$ cat config.mk
export PLATFORM = sky130hd
export DESIGN_NAME = rgbkf_out_fifo
export DESIGN_NICKNAME = d
export VERILOG_FILES = /design/src/sv/rgbkf_pkg.sv /design/src/sv/rgbkf_out_fifo.sv
export SDC_FILE = /design/constraint.sdc
export NUM_CORES = 1
export LEC_CHECK = 0
export BUFFER_PORTS_ARGS = -buffer_cell sky130_fd_sc_hd__buf_2
export CORE_ASPECT_RATIO = 0.5
export CORE_MARGIN = 3
export CORE_UTILIZATION = 29
export CTS_BUF_LIST = sky130_fd_sc_hd__clkbuf_8
export DETAILED_ROUTE_END_ITERATION = 7
export SYNTH_ARGS = -nofsm -noshare
export SYNTH_HDL_FRONTEND = slang
export SYNTH_SLANG_ARGS = --single-unit
$ cat constraint.sdc
create_clock -name clock -period 7 [get_ports clock]
set_input_delay 0 -clock clock [delete_from_list [all_inputs] [get_ports clock]]
set_output_delay 0 -clock clock [all_outputs]
set_load 0.005 [all_outputs]
$ cat src/sv/rgbkf_pkg.sv
// Shared types and constants of the RGB 3x3 kernel filter.
package rgbkf_pkg;

   localparam int MAX_WIDTH_DEF = 2048;
   localparam int PIX_W         = 24;
   localparam int LINE_W        = 2 * PIX_W;
   localparam int CHAN_W        = 8;
   localparam int FW_W          = 12;
   localparam int FH_W          = 13;
   localparam int SELC_W        = 12;
   localparam int SELR_W        = 13;
   localparam int ROW_W         = 13;
   localparam int KIND_W        = 2;
   localparam int CSR_IDX_W     = 3;
   localparam int CSR_DATA_W    = 13;
   localparam int OUT_DEPTH     = 8;

   // floor(s / 9) == (s * BOX_RECIP) >> BOX_SHIFT for every 9-pixel sum s
   localparam int BOX_RECIP     = 3641;
   localparam int BOX_SHIFT     = 15;

   localparam logic [CSR_IDX_W-1:0] CSR_FRAME_WIDTH  = 3'd0;
   localparam logic [CSR_IDX_W-1:0] CSR_FRAME_HEIGHT = 3'd1;
   localparam logic [CSR_IDX_W-1:0] CSR_SEL_LEFT     = 3'd2;
   localparam logic [CSR_IDX_W-1:0] CSR_SEL_RIGHT    = 3'd3;
   localparam logic [CSR_IDX_W-1:0] CSR_SEL_TOP      = 3'd4;
   localparam logic [CSR_IDX_W-1:0] CSR_SEL_BOTTOM   = 3'd5;
   localparam logic [CSR_IDX_W-1:0] CSR_FILTER_KIND  = 3'd6;

   typedef enum logic [KIND_W-1:0] {
      KIND_EDGE    = 2'd0,
      KIND_SHARPEN = 2'd1,
      KIND_BOX     = 2'd2,
      KIND_GAUSS   = 2'd3
   } kind_type;

   typedef struct packed {
      logic interior;
      logic frame_end;
   } meta_type;

   typedef struct packed {
      logic [CHAN_W-1:0] red;
      logic [CHAN_W-1:0] green;
      logic [CHAN_W-1:0] blue;
      logic              frame_end;
   } rsp_type;

endpackage

$ cat src/sv/rgbkf_out_fifo.sv
// Result queue between the kernel datapath and the result channel.
module rgbkf_out_fifo #(
   parameter int DEPTH = rgbkf_pkg::OUT_DEPTH
) (
   input  logic               clock,
   input  logic               reset,
   input  logic               wr_valid,
   input  rgbkf_pkg::rsp_type wr_data,
   output logic               rd_valid,
   input  logic               rd_ready,
   output rgbkf_pkg::rsp_type rd_data
);

   localparam int PTR_W = $clog2(DEPTH);
   localparam int CNT_W = $clog2(DEPTH + 1);

   rgbkf_pkg::rsp_type mem_ff [DEPTH];
   logic [PTR_W-1:0]   wr_ptr_ff, wr_ptr_in;
   logic [PTR_W-1:0]   rd_ptr_ff, rd_ptr_in;
   logic [CNT_W-1:0]   count_ff, count_in;
   logic               pop;

   assign rd_valid = (count_ff != '0);
   assign rd_data  = mem_ff[rd_ptr_ff];
   assign pop      = rd_valid && rd_ready;

   always_comb begin
      wr_ptr_in = wr_ptr_ff;
      rd_ptr_in = rd_ptr_ff;
      count_in  = count_ff;
      if (wr_valid) begin
         wr_ptr_in = (wr_ptr_ff == PTR_W'(DEPTH - 1)) ? '0 : wr_ptr_ff + PTR_W'(1);
      end
      if (pop) begin
         rd_ptr_in = (rd_ptr_ff == PTR_W'(DEPTH - 1)) ? '0 : rd_ptr_ff + PTR_W'(1);
      end
      if (wr_valid && !pop) begin
         count_in = count_ff + CNT_W'(1);
      end else if (!wr_valid && pop) begin
         count_in = count_ff - CNT_W'(1);
      end
   end

   always_ff @(posedge clock) begin
      if (reset) begin
         wr_ptr_ff <= '0;
         rd_ptr_ff <= '0;
         count_ff  <= '0;
      end else begin
         wr_ptr_ff <= wr_ptr_in;
         rd_ptr_ff <= rd_ptr_in;
         count_ff  <= count_in;
      end
   end

   always_ff @(posedge clock) begin
      if (wr_valid) begin
         mem_ff[wr_ptr_ff] <= wr_data;
      end
   end

endmodule

**After elaboration in Yosys (flattened, before gate mapping)**

Memory sizes are Yosys's and may differ from the RTL's. A register that Yosys moved wholly into a read port is not among the register bits.
Index checks and enable logic that the tools add are counted.

- Reductions and logical operators: 7
- Eq/ne operators: 2
- Add/subtract/negate cells: 4
- Mux-type cells: 8

Operator list:

| kind | number |
|---|---|
| 2-to-1 mux 3 bit | 4 |
| 2-to-1 mux 4 bit | 2 |
| adder 3 x 1 -> 3 bit (second input constant) | 2 |
| equality test 3 bit (second input constant) | 2 |
| adder 4 x 1 -> 4 bit (second input constant) | 1 |
| nonzero test 4 bit | 1 |
| subtractor 4 x 1 -> 4 bit (second input constant) | 1 |
| logical AND 1 bit | 3 |
| zero test 1 bit | 2 |
| 2-to-1 mux 1 bit | 2 |
| nonzero test 2 bit | 1 |

- Memories kept: 1
- Input port bits: 29
- Bits in registers: 10
- Bits in writable memories: 200
- Output and inout bits: 26

Memories:

| memory | depth | width | read ports | clocked after memory_dff | write ports | line | RTL |
|---|---|---|---|---|---|---|---|
| mem_ff | 8 | 25 | 1 | 1 | 1 | rgbkf_out_fifo.sv:17 | `rgbkf_pkg::rsp_type mem_ff [DEPTH];` |

**Logic depth before layout (Yosys ltp)**

- Depth after elaboration: 5
- Depth in mapped cells: 9

**Worst setup path before layout**

Ideal clock, no wire load.

- Kind: register to register
- From: reg wr_ptr_ff[0]
- To: mem mem_ff[0][0] (netlist name) (enable)
- Path slack: 4.308 ns
- Data arrival time: 2.253 ns
- Cell stages (with the launch flop): 3
- Setup time: 0.438 ns
- Buffers on the path: 0
- Path through: dfxtp_1 > nand2b_1 > nor3_1

RTL lines:

| item | line | RTL |
|---|---|---|
| from (decl) | rgbkf_out_fifo.sv:18 | `logic [PTR_W-1:0] wr_ptr_ff, wr_ptr_in;` |
| from (signal assigned) | rgbkf_out_fifo.sv:50 | `wr_ptr_ff <= wr_ptr_in;` |
| to (decl) | rgbkf_out_fifo.sv:17 |  |

Straight into the memory's write port.

**Worst setup path in the final report**

- From: reg count_ff[1]
- To: reg count_ff[3]

- Cells in the longest elaborated chain, start to end: 5
- Elaborated cells between the ends (all ways): 10
- Classes of those cells: add/sub (2); mux (2); reduce/logical (6)

Ends and longest elaborated chain:

| item | line | RTL |
|---|---|---|
| from (decl) | rgbkf_out_fifo.sv:20 | `logic [CNT_W-1:0] count_ff, count_in;` |
| from (signal assigned) | rgbkf_out_fifo.sv:52 | `count_ff <= count_in;` |
| branches (longest 5 deep; another with subtractor 4 x 1 -> 4 bit) | -- |  |

Several ways; the timed one is not identified. The select of a mux whose other input is x is not followed.
A chain may end at the register's enable or synchronous reset.

==> results.md <==
- # diodes: 0
- CP Capture Type: flip-flop
- Synth top area cells: edfxtp_1, mux4_1, mux2_2
- Num rows: 43
- Hold_ws: a little over 0.3 ns
- PD cells: 298 nW/um^2
- Period utilisation layout: roughly two fifths
- Critical Path Start: count_ff[1]$_SDFFE_PP0P_
- Clk Tree Root Cell: clkbuf_8
- Post-CTS Setup Bufs: 0
- Max Slew Vio Count: 0
- Total wire length: 15,500 um
- WL/cell: roughly 18 um
- # DRC: 0
- Filler Cell Count: 2,592
- Final min period: 2.68 ns
- Slowest cell on crit path: or4_1
- Worst-case reg-to-reg path depth: 9
- Clk slew on worst S/H paths: approximately 0.06 ns
- Crit path cell chain: or4_1 > nand2_1 > ha_1 > inv_1 > ha_1 > a21oi_1 > a211oi_1 > a31oi_1 > mux2_2
- DP HPWL: 8180 um
- Startpoint of the worst hold path: wr_data[6]
- Setup_tns: 0 ns
- RR Startpoint: count_ff[1]$_SDFFE_PP0P_
- Top cell type's share of synthesized area: 72.0%
- Width of the die: ~250 um
- Initial antenna violation count: 0
- Main synth FF type: edfxtp_1
- Maximum clock rate: 0.373 GHz
- Grt total ovfl: 0
- Mux cell area share after synthesis: around 20%
- MaxCap Viol Count: 0
- First-pass GRT wire length: roughly 24,000 um
- I/O pins: 55
- CTS sink cnt: roughly 210
- Sequential-to-total area share from yosys stat: 75.1%
- Slew of the pin with the lowest slew margin: about 0.84 ns
- Later-pin clock latency in the skew report: 0.49 ns
- Worst VDD drop: 122 uV
- # H-tree levels: 2
- Total track usage: 10.2%
- NumNets Final: 515
- Most frequent CP cell: ha_1
- Final setup viols: 0
- Area delta synth->final: 20.8%
- Hold Fails Final Rpt: 0
- Leakage: between 3 and 4 nW
- Top-count cell post-synth: edfxtp_1
- Routed via count: between 3k and 4k
- Total CTS buffers: 35
- CP Class: reg2reg
- Critical Path Max Stage Delay: roughly 0.60 ns
- Number of vias per cell: 4.42
- Unrepaired setup endpoints after global routing: no
- Hold Path Depth: 2
- DR iter-0 viols: ~240
- PortBufs: 54
- Multi-input gate area: 1980 um^2
- CORE AREA: between 20,000 and 30,000 um^2
- Outcome: completed
- Mapped Area: 8340 um^2
- Synth cell types: 25
- Largest net degree at the start of global routing: slightly above 50
- Worst Skew: between 0.01 and 0.015 ns
- Startpoint Class: flip-flop
- Register area: 6270 um^2
- Clock tree buffer depth: 3
- Synth warn: 0
- Max_slew headroom: a little over two fifths
- Post-synth EDFFs: 200
- Post-synth top cells: edfxtp_1, mux4_1, mux2_2
- Vias in the first global route: between 4k and 5k
- Largest family of logic cells by synthesized area: multiplexers
- Synth Instances: roughly 360
- WP data required: around 7.4 ns
- DRT Pass-1 Iters: 4
- Synth Area in Compound Gates: 0.585%
- XOR/XNOR Fraction of Synth Area: less than 1%
- Ys async rst share: 0%
- CTS tree: built
- FF+latch count, synth: about 210
- Post-synthesis simple-gate area fraction: 1.89%
- Arrival time worst endpoint: 3.07 ns
- Post-synthesis adder-cell area fraction: between 1 and 1.5%
- Die H: 126 um
- Hold Path Class: in2reg
- Die area: between 30,000 and 40,000 um^2
- CP max FO: 5
- Initial Util: 29.8%
- Syn_area_per_cell: between 20 and 25 um^2
- Post-synth top area cell: edfxtp_1
- DRT antenna net count: 0
- GPL Wtd Cong: 0.666
- Post-Syn Nets: approximately 400
- Share of cells above drive strength 1: between 20 and 30%
-- metal layers --
| metal | track usage (%) | up-vias | share of wire [%] |
|---|---|---|---|
| met5 | 0 | - | 0 |
| li1 | - | 1784 | - |
| met3 | 2.17 | 27 | 3.9 |
| met2 | 18.2 | 61 | 53 |
| met1 | 12.4 | 2035 | 41 |
| met4 | 3.43 | 0 | 1.7 |
-- layout by cell type (no fill, tap or decap), drive strengths merged --
cell / n
edfxtp: 200
buf: 65
mux4: 50
clkbuf: 38
dlygate4sd3: 29
mux2: 26
nor2: 17
dfxtp: 13
inv: 11
clkinv: 11
nand2: 7
a21oi: 7
ha: 7
nand2b: 3
bufinv: 3
nor3: 2
mux2i: 2
nand3: 2
or4: 1
xor2: 1
nand4b: 1
or3: 1
xnor2: 1
nor2b: 1
a211oi: 1
a31oi: 1
fa: 1
-- worst paths after layout --
kind                              end  slack [ns]
max          count_ff[3]$_SDFFE_PP0P_        4.32
min            mem_ff[1][6]$_DFFE_PP_        0.31
max reg2reg  count_ff[3]$_SDFFE_PP0P_        4.32
min reg2reg                 flip-flop        0.49
-- area by class of cell --
class	count	share of cell area [%]
clock inverter	23	1.70
inverter	2	0.0745
sequential	213	62.2
multi-input combinational	132	19.7
timing repair buffer	94	6.38
clock buffer	38	5.19
tap	382	4.74
-- power by group --
part / switching [mW] / total, mW / leakage, nW / internal, mW
Combinational: 0.225 / 0.482 / 1.10 / 0.257
Clock: 0.452 / 1.06 / 0.393 / 0.610
Sequential: 0.0181 / 1.45 / 1.92 / 1.44
Total: 0.695 / 3.00 / 3.41 / 2.30
-- state kept, by name, summed over array words and instances, names as in the netlist, named ones only --
register and flops:
count_ff 4, mem_ff 200, rd_ptr_ff 3, wr_ptr_ff 3
-- cells by family after synthesis --
logic type,Yosys count
multiplexers,78
buffers and inverters,19
adder cells (fa/ha/maj),8
AO/OA/AOI/OAI,9
AND/OR/NAND/NOR,35
XOR/XNOR,2
flip-flops,213
-- per-stage QoR --
stage                     instances  utilization [%]  setup slack, ns  power, mW  instance area (um^2)
final                           884             36.0             4.32       3.00                 10100
after global routing            884             36.0             4.18       3.14                 10100
after CTS                       884             36.0             4.32       3.04                 10100
after detailed placement        794             32.5             4.34       1.96                  9090
after global placement          794             32.5             4.43       1.94                  9090
after floorplan                 364                -             4.31       1.82                  8340
-- timing repair --
item | in CTS | in global routing
resized for setup | 0 | 0
hold buffers | 29 | 0
hold endpoints to repair | 213 | 0
-- worst max-delay path, delay by kind of cell (launching register included) --
family	cells	cell delay, ns
adders and majority gates	2	0.52
and+or+nand+nor	2	0.77
DFF	1	0.34
muxes	1	0.35
AOI/OAI and AO/OA	3	0.48
buffers and inverters	1	0.10
Note: power is estimated with default switching activity, not from simulation.
