===== config.mk =====
export PLATFORM = sky130hd
export DESIGN_NAME = rgbkf_kernel
export DESIGN_NICKNAME = d
export VERILOG_FILES = /design/src/sv/rgbkf_pkg.sv /design/src/sv/rgbkf_kernel.sv
export SDC_FILE = /design/constraint.sdc
export NUM_CORES = 1
export LEC_CHECK = 0
export BUFFER_PORTS_ARGS = -buffer_cell sky130_fd_sc_hd__buf_2
export CORE_MARGIN = 3
export CORE_UTILIZATION = 62
export CTS_BUF_LIST = sky130_fd_sc_hd__clkbuf_2 sky130_fd_sc_hd__clkbuf_4 sky130_fd_sc_hd__clkbuf_8
export DETAILED_ROUTE_END_ITERATION = 16
export PLACE_DENSITY = 0.88
export SLEW_MARGIN = 15
export SYNTH_ARGS = -nofsm -noshare
export SYNTH_HDL_FRONTEND = slang
export SYNTH_SLANG_ARGS = --single-unit

===== constraint.sdc =====
create_clock -name clock -period 7.1 [get_ports clock]
set_input_delay 0.355 -clock clock [delete_from_list [all_inputs] [get_ports clock]]
set_output_delay 0.355 -clock clock [all_outputs]
set_load 0.005 [all_outputs]

===== src/sv/rgbkf_pkg.sv =====
// Shared types and constants of the RGB 3x3 kernel filter.
package rgbkf_pkg;

   localparam int MAX_WIDTH_DEF = 2048;
   localparam int PIX_W         = 24;
   localparam int LINE_W        = 2 * PIX_W;
   localparam int CHAN_W        = 8;
   localparam int FW_W          = 12;
   localparam int FH_W          = 13;
   localparam int SELC_W        = 12;
   localparam int SELR_W        = 13;
   localparam int ROW_W         = 13;
   localparam int KIND_W        = 2;
   localparam int CSR_IDX_W     = 3;
   localparam int CSR_DATA_W    = 13;
   localparam int OUT_DEPTH     = 8;

   // floor(s / 9) == (s * BOX_RECIP) >> BOX_SHIFT for every 9-pixel sum s
   localparam int BOX_RECIP     = 3641;
   localparam int BOX_SHIFT     = 15;

   localparam logic [CSR_IDX_W-1:0] CSR_FRAME_WIDTH  = 3'd0;
   localparam logic [CSR_IDX_W-1:0] CSR_FRAME_HEIGHT = 3'd1;
   localparam logic [CSR_IDX_W-1:0] CSR_SEL_LEFT     = 3'd2;
   localparam logic [CSR_IDX_W-1:0] CSR_SEL_RIGHT    = 3'd3;
   localparam logic [CSR_IDX_W-1:0] CSR_SEL_TOP      = 3'd4;
   localparam logic [CSR_IDX_W-1:0] CSR_SEL_BOTTOM   = 3'd5;
   localparam logic [CSR_IDX_W-1:0] CSR_FILTER_KIND  = 3'd6;

   typedef enum logic [KIND_W-1:0] {
      KIND_EDGE    = 2'd0,
      KIND_SHARPEN = 2'd1,
      KIND_BOX     = 2'd2,
      KIND_GAUSS   = 2'd3
   } kind_type;

   typedef struct packed {
      logic interior;
      logic frame_end;
   } meta_type;

   typedef struct packed {
      logic [CHAN_W-1:0] red;
      logic [CHAN_W-1:0] green;
      logic [CHAN_W-1:0] blue;
      logic              frame_end;
   } rsp_type;

endpackage


===== src/sv/rgbkf_kernel.sv =====
// Two-stage kernel datapath: neighbor sums per channel, then kernel and clamp.
module rgbkf_kernel (
   input  logic                                        clock,
   input  logic                                        reset,
   input  logic                                        in_valid,
   input  logic [8:0][rgbkf_pkg::PIX_W-1:0]            win,
   input  rgbkf_pkg::meta_type                         meta,
   input  rgbkf_pkg::kind_type                         kind,
   output logic                                        out_valid,
   output rgbkf_pkg::rsp_type                          out_data
);

   localparam int CW = rgbkf_pkg::CHAN_W;

   logic                       valid_ff;
   rgbkf_pkg::meta_type        meta_ff;
   logic [9:0]                 corn_in  [3];
   logic [9:0]                 edg_in   [3];
   logic [CW-1:0]              ctr_in   [3];
   logic [11:0]                tot_in   [3];
   logic [9:0]                 corn_ff  [3];
   logic [9:0]                 edg_ff   [3];
   logic [CW-1:0]              ctr_ff   [3];
   logic [11:0]                tot_ff   [3];
   logic [CW-1:0]              res      [3];

   function automatic logic [CW-1:0] apply_kernel(
      input rgbkf_pkg::kind_type k,
      input logic [9:0]          corn,
      input logic [9:0]          edg,
      input logic [CW-1:0]       ctr,
      input logic [11:0]         tot
   );
      logic signed [13:0] val;
      logic [23:0]        prod;
      logic [13:0]        gsum;
      prod = 24'(tot) * 24'(rgbkf_pkg::BOX_RECIP);
      gsum = {4'b0, corn} + {3'b0, edg, 1'b0} + {4'b0, ctr, 2'b0};
      unique case (k)
         rgbkf_pkg::KIND_EDGE: begin
            val = $signed({3'b0, ctr, 3'b0}) - $signed({4'b0, corn})
                  - $signed({4'b0, edg});
         end
         rgbkf_pkg::KIND_SHARPEN: begin
            val = $signed({4'b0, ctr, 2'b0}) + $signed({6'b0, ctr})
                  - $signed({4'b0, edg});
         end
         rgbkf_pkg::KIND_BOX: begin
            val = $signed({1'b0, 13'(prod >> rgbkf_pkg::BOX_SHIFT)});
         end
         rgbkf_pkg::KIND_GAUSS: begin
            val = $signed({4'b0, gsum[13:4]});
         end
      endcase
      if (val < 0) begin
         return '0;
      end else if (val > 14'sd255) begin
         return '1;
      end
      return val[CW-1:0];
   endfunction

   always_comb begin
      for (int ch = 0; ch < 3; ch++) begin
         corn_in[ch] = 10'(win[0][rgbkf_pkg::PIX_W-1-CW*ch -: CW])
                     + 10'(win[2][rgbkf_pkg::PIX_W-1-CW*ch -: CW])
                     + 10'(win[6][rgbkf_pkg::PIX_W-1-CW*ch -: CW])
                     + 10'(win[8][rgbkf_pkg::PIX_W-1-CW*ch -: CW]);
         edg_in[ch]  = 10'(win[1][rgbkf_pkg::PIX_W-1-CW*ch -: CW])
                     + 10'(win[3][rgbkf_pkg::PIX_W-1-CW*ch -: CW])
                     + 10'(win[5][rgbkf_pkg::PIX_W-1-CW*ch -: CW])
                     + 10'(win[7][rgbkf_pkg::PIX_W-1-CW*ch -: CW]);
         ctr_in[ch]  = win[4][rgbkf_pkg::PIX_W-1-CW*ch -: CW];
         tot_in[ch]  = 12'(corn_in[ch]) + 12'(edg_in[ch]) + 12'(ctr_in[ch]);
      end
   end

   always_ff @(posedge clock) begin
      if (reset) begin
         valid_ff <= 1'b0;
      end else begin
         valid_ff <= in_valid;
      end
   end

   always_ff @(posedge clock) begin
      meta_ff <= meta;
      for (int ch = 0; ch < 3; ch++) begin
         corn_ff[ch] <= corn_in[ch];
         edg_ff[ch]  <= edg_in[ch];
         ctr_ff[ch]  <= ctr_in[ch];
         tot_ff[ch]  <= tot_in[ch];
      end
   end

   always_comb begin
      for (int ch = 0; ch < 3; ch++) begin
         res[ch] = meta_ff.interior
                 ? apply_kernel(kind, corn_ff[ch], edg_ff[ch], ctr_ff[ch], tot_ff[ch])
                 : ctr_ff[ch];
      end
   end

   assign out_valid          = valid_ff;
   assign out_data.red       = res[0];
   assign out_data.green     = res[1];
   assign out_data.blue      = res[2];
   assign out_data.frame_end = meta_ff.frame_end;

endmodule


### Word level (Yosys, flattened, before mapping)

Memories as Yosys holds them, arrays and structs flattened.
Index checks and enable logic that the tools add are counted.

* bits in registers: 3
* RAM bits: 120
* input port bits: 223
* output and inout bits: 26
* logic and storage cells: 83
* memories kept: 4

Memories
* tot_ff: words 3, width 12, read ports 3, clocked after Yosys merged registers in 0, wr ports 3, line rgbkf_kernel.sv:24 `logic [11:0] tot_ff [3];`
* corn_ff: words 3, width 10, read ports 3, clocked after Yosys merged registers in 0, wr ports 3, line rgbkf_kernel.sv:21 `logic [9:0] corn_ff [3];`
* edg_ff: words 3, width 10, read ports 3, clocked after Yosys merged registers in 0, wr ports 3, line rgbkf_kernel.sv:22 `logic [9:0] edg_ff [3];`
* ctr_ff: words 3, width 8, read ports 3, clocked after Yosys merged registers in 0, wr ports 3, line rgbkf_kernel.sv:23 `logic [CW-1:0] ctr_ff [3];`

* $add $sub $neg: 42
* $mul: 3
* magnitude comparators: 6
* equal/unequal tests: 3
* multiplexer cells: 21
* reduce and logical (&&, ||, !) cells: 1

Operator list (number)
* case mux 14 bit (4 select lines): 3
* two-way mux 8 bit: 12
* multiplier 12 x 12 -> 24 bit, second input constant: 3
* subtractor 11 x 10 -> 12 bit: 6
* adder 10 x 8 -> 10 bit: 6
* adder 9 x 8 -> 10 bit: 6
* adder 8 x 8 -> 9 bit: 6
* > comparator 14 x 9 -> 1 bit, second input constant: 3
* less-than comparator 14 x 1 -> 1 bit, second input constant: 3
* adder 12 x 10 -> 13 bit: 3
* subtractor 12 x 11 -> 13 bit: 3
* adder 10 x 11 -> 12 bit: 3
* adder 11 x 8 -> 12 bit: 3
* adder 10 x 10 -> 11 bit: 3
* adder 10 x 8 -> 11 bit: 3
* two-way mux 1 bit: 6
* == test 2 bit, second input constant: 2
* == test 2 x 1 -> 1 bit, second input constant: 1
* logical NOT 2 bit: 1

### Logic depth before layout (Yosys ltp)

* word-level depth: 8
* gate-level depth with buffers: 22
* gate-level depth less buffers: 21

### Least setup slack after synthesis

Ideal clock, no wire load.

* path type: reg-to-output
* from: memory tot_ff[2][7] (netlist: tot_ff[0][31])
* to: output out_data[1] in the netlist's numbering
* arrival time: 4.998 ns
* data required time: 6.745 ns
* slack: 1.747 ns
* stages on the path, launching flop included: 23
* path buffers: 1
* cells stage by stage: dfxtp_1 > inv_1 > fa_1 > inv_1 > ha_1 > inv_1 > fa_1 > inv_1 > fa_1 > inv_1 > fa_1 > inv_1 > ha_1 > o21a_1 > a21oi_1 > a31oi_1 > a211oi_1 > o31ai_1 > mux2i_1 > o32ai_1 > or3_1 > buf_2 > o221ai_1

RTL lines
* start, declared: line rgbkf_kernel.sv:24
* end, declared: line rgbkf_kernel.sv:10 `output rgbkf_pkg::rsp_type out_data`

==> impl_results.md <==
- Commonest non-fill, non-tap cell in the layout: inv_1
- Post-synthesis cell count: 2254
- Crit-path max cell delay: 550 ps
- Die ar.: 36400 sq um
- Critical Path AT: 6380 ps
- Pre-antenna DRT Iters: 8
- Post-route cell area: 23500 sq um
- CP Launch Point: tot_ff[0][31]
- Minimum clock period: 6740 ps
- Yosys warning count: 0
- Sequential area share after synthesis: 11.6%
- Max-Cap Viols: 0
- Critical-path maximum fanout: 8
- Initial DRC count: 1099
- Upper clock frequency limit: about 150 MHz
- Critical path type: reg -> out
- Post-synth EDFFs: 0
- Fin crit share: a little over nine tenths
- Grt ovf: 0
- Root Driver: clkbuf_8
- Critical Path RT: 6740 ps
- Buf/Inv on CP: 7
- Avg Cell Area, Syn: 9.40 sq um
- CTS Buf Count: 17
- Largest net degree at the start of global routing: 47
- Fillers: 2430
- Register bit total from synthesis: between 100 and 150
- Ys async rst share: 0%
- # nets final: 3427
- Share of cells above drive strength 1: 12.7%
- Average wire per standard cell: 18.0 um
- Sink Count: 123
- Crit-path cells: inv_1, fa_1, inv_1, ha_1, inv_1, fa_1, inv_1, fa_1, inv_1, fa_1, inv_1, ha_1, o21a_1, a21oi_1, a31oi_1, a211oi_1, o31ai_1, mux2i_1, o32ai_1, or3_1, o221ai_1, buf_2
- Synthesis-to-layout area growth: 11.0%
- DP Area: roughly 23000 sq um
- Clock Pin Slew Worst Setup and Hold Paths: roughly 90 ps
- First-pass GRT wire length: 88600 um
- Sum Neg Setup Slack: 0 ps
- Cell row count: 67
- Post-DP HPWL: 45900 um
- Vias/cell: a little under 6
- RSZ-0062 raised after global routing: false
- Top FF cell, synth: dfxtp_1
- Crit end category: output port
- Yosys cell types: 83
- Clock Tree Buf Depth: 2
- Setup bufs post-CTS: 0
- Initial core utilization: 63.0%
- Kind of cell adding the most delay to the critical path: adder cells
- # setup viols final: 0
- Post-Synthesis Cell Area: 21200 sq um
- Slew @ Worst Pin: 730 ps
- Total wire length: approximately 54000 um
- DR vias: 17400
- DRC: 0
- Gpl congestion: 0.966
- CTS tree: built
- Most used cell, CP: inv_1
- Height of the die: 191 um
- Antenna-violating nets left: 0
- Outcome: complete, no violations
- Core box area: 33600 sq um
- Nature of the critical path startpoint: register
- Die Wd: 191 um
- Max-slew headroom: 50.8%
- Fin util: 69.9%
- Critical-path top delay cell: fa_1
- Min-delay worst type: in -> reg
- Vias in the first global route: 18800
- Top-Level Pins: between 200 and 250
- GRT Overall Usage: between 30 and 40%
- Port buffer count: 248
- Antenna violations before repair: 2
- Fin. Hold Viols: 0
- Most frequent cells in the layout: inv_1, ha_1, fa_1
- Hold Path Origin: win[108]
- Fin. max-slew vios: 0
- Net count after synthesis: 3152
- CTS H-Tree Depth: 4
## final cells by class
cell class | instances | area [sq um] | share of cell area, %
Multi-Input combinational cell | 1637 | 16800 | 71.5
Clock inverter | 15 | 140 | 0.596
Tap cell | 448 | 561 | 2.38
Antenna cell | 1 | 2.50 | 0.0106
Sequential cell | 123 | 2460 | 10.5
Inverter | 473 | 1780 | 7.55
Timing Repair Buffer | 277 | 1520 | 6.47
Clock buffer | 17 | 234 | 0.995
## cell usage after synthesis, types with 11 or more instances
| cell type | number | area share (%) |
|---|---|---|
| xor2_1 | 48 | 2.0 |
| o21ai_0 | 84 | 2.0 |
| dfxtp_1 | 123 | 12 |
| a31oi_1 | 13 | 0.38 |
| nor2b_1 | 34 | 1.0 |
| clkbuf_1 | 11 | 0.19 |
| a21o_1 | 42 | 1.5 |
| o211ai_1 | 15 | 0.53 |
| ha_1 | 414 | 24 |
| fa_1 | 261 | 25 |
| o21bai_1 | 28 | 0.99 |
| a21oi_1 | 116 | 2.7 |
| inv_1 | 473 | 8.4 |
| o221ai_1 | 14 | 0.58 |
| nor2_1 | 90 | 1.6 |
| xnor2_1 | 111 | 4.6 |
| nand2b_1 | 20 | 0.59 |
| a211oi_1 | 19 | 0.67 |
| o21a_1 | 19 | 0.67 |
| nor3_1 | 34 | 0.80 |
| nand2_1 | 65 | 1.2 |
| nand3_1 | 24 | 0.57 |
## per-stage QoR
step | setup WS (ps) | hold WS (ps) | std cells
detailed placement | 921 | 461 | 2933
floorplan | 1750 | 383 | 2254
finish | 363 | 33.3 | 2991
CTS | 366 | 0.624 | 2990
global route | 24.6 | 1.97 | 2991
global placement | 1080 | 460 | 2933
## final timing paths
path	end	slack [ps]	cells after the start
hold / removal	ctr_ff[0][12]	30	1
setup / recovery	out_data[4]	360	22
## sequential cells by signal (all words and copies together), names as in the netlist
name / cells
out_valid: 1
edg_ff: 30
out_data: 1
ctr_ff: 24
meta_ff: 1
tot_ff: 36
corn_ff: 30
## per-layer routing
metal | wire length (um) | GRT usage [%]
met5 | 0 | 0
met4 | 2360 | 13.4
met3 | 2910 | 4.41
met2 | 27800 | 55.8
met1 | 20800 | 34.9
## cells by family after synthesis
| group | count (synthesis) | share of synthesized area [%] |
|---|---|---|
| adders and majority gates | 675 | 49.1 |
| buffers and inverters | 494 | 9.02 |
| AOI/OAI and AO/OA | 455 | 14.6 |
| and+or+nand+nor | 335 | 8.05 |
| xor gates and xnor gates | 159 | 6.57 |
| DFF | 123 | 11.6 |
| muxes | 13 | 1.03 |
## what timing repair did
action | CTS | global route
hold endpoints to repair | 25 | 0
resized for setup | 0 | 0
hold buffers | 25 | 0
Power is left out: the tool's default activity adds up to more than one toggle a clock period on the data nets, which glitch-free logic cannot reach.
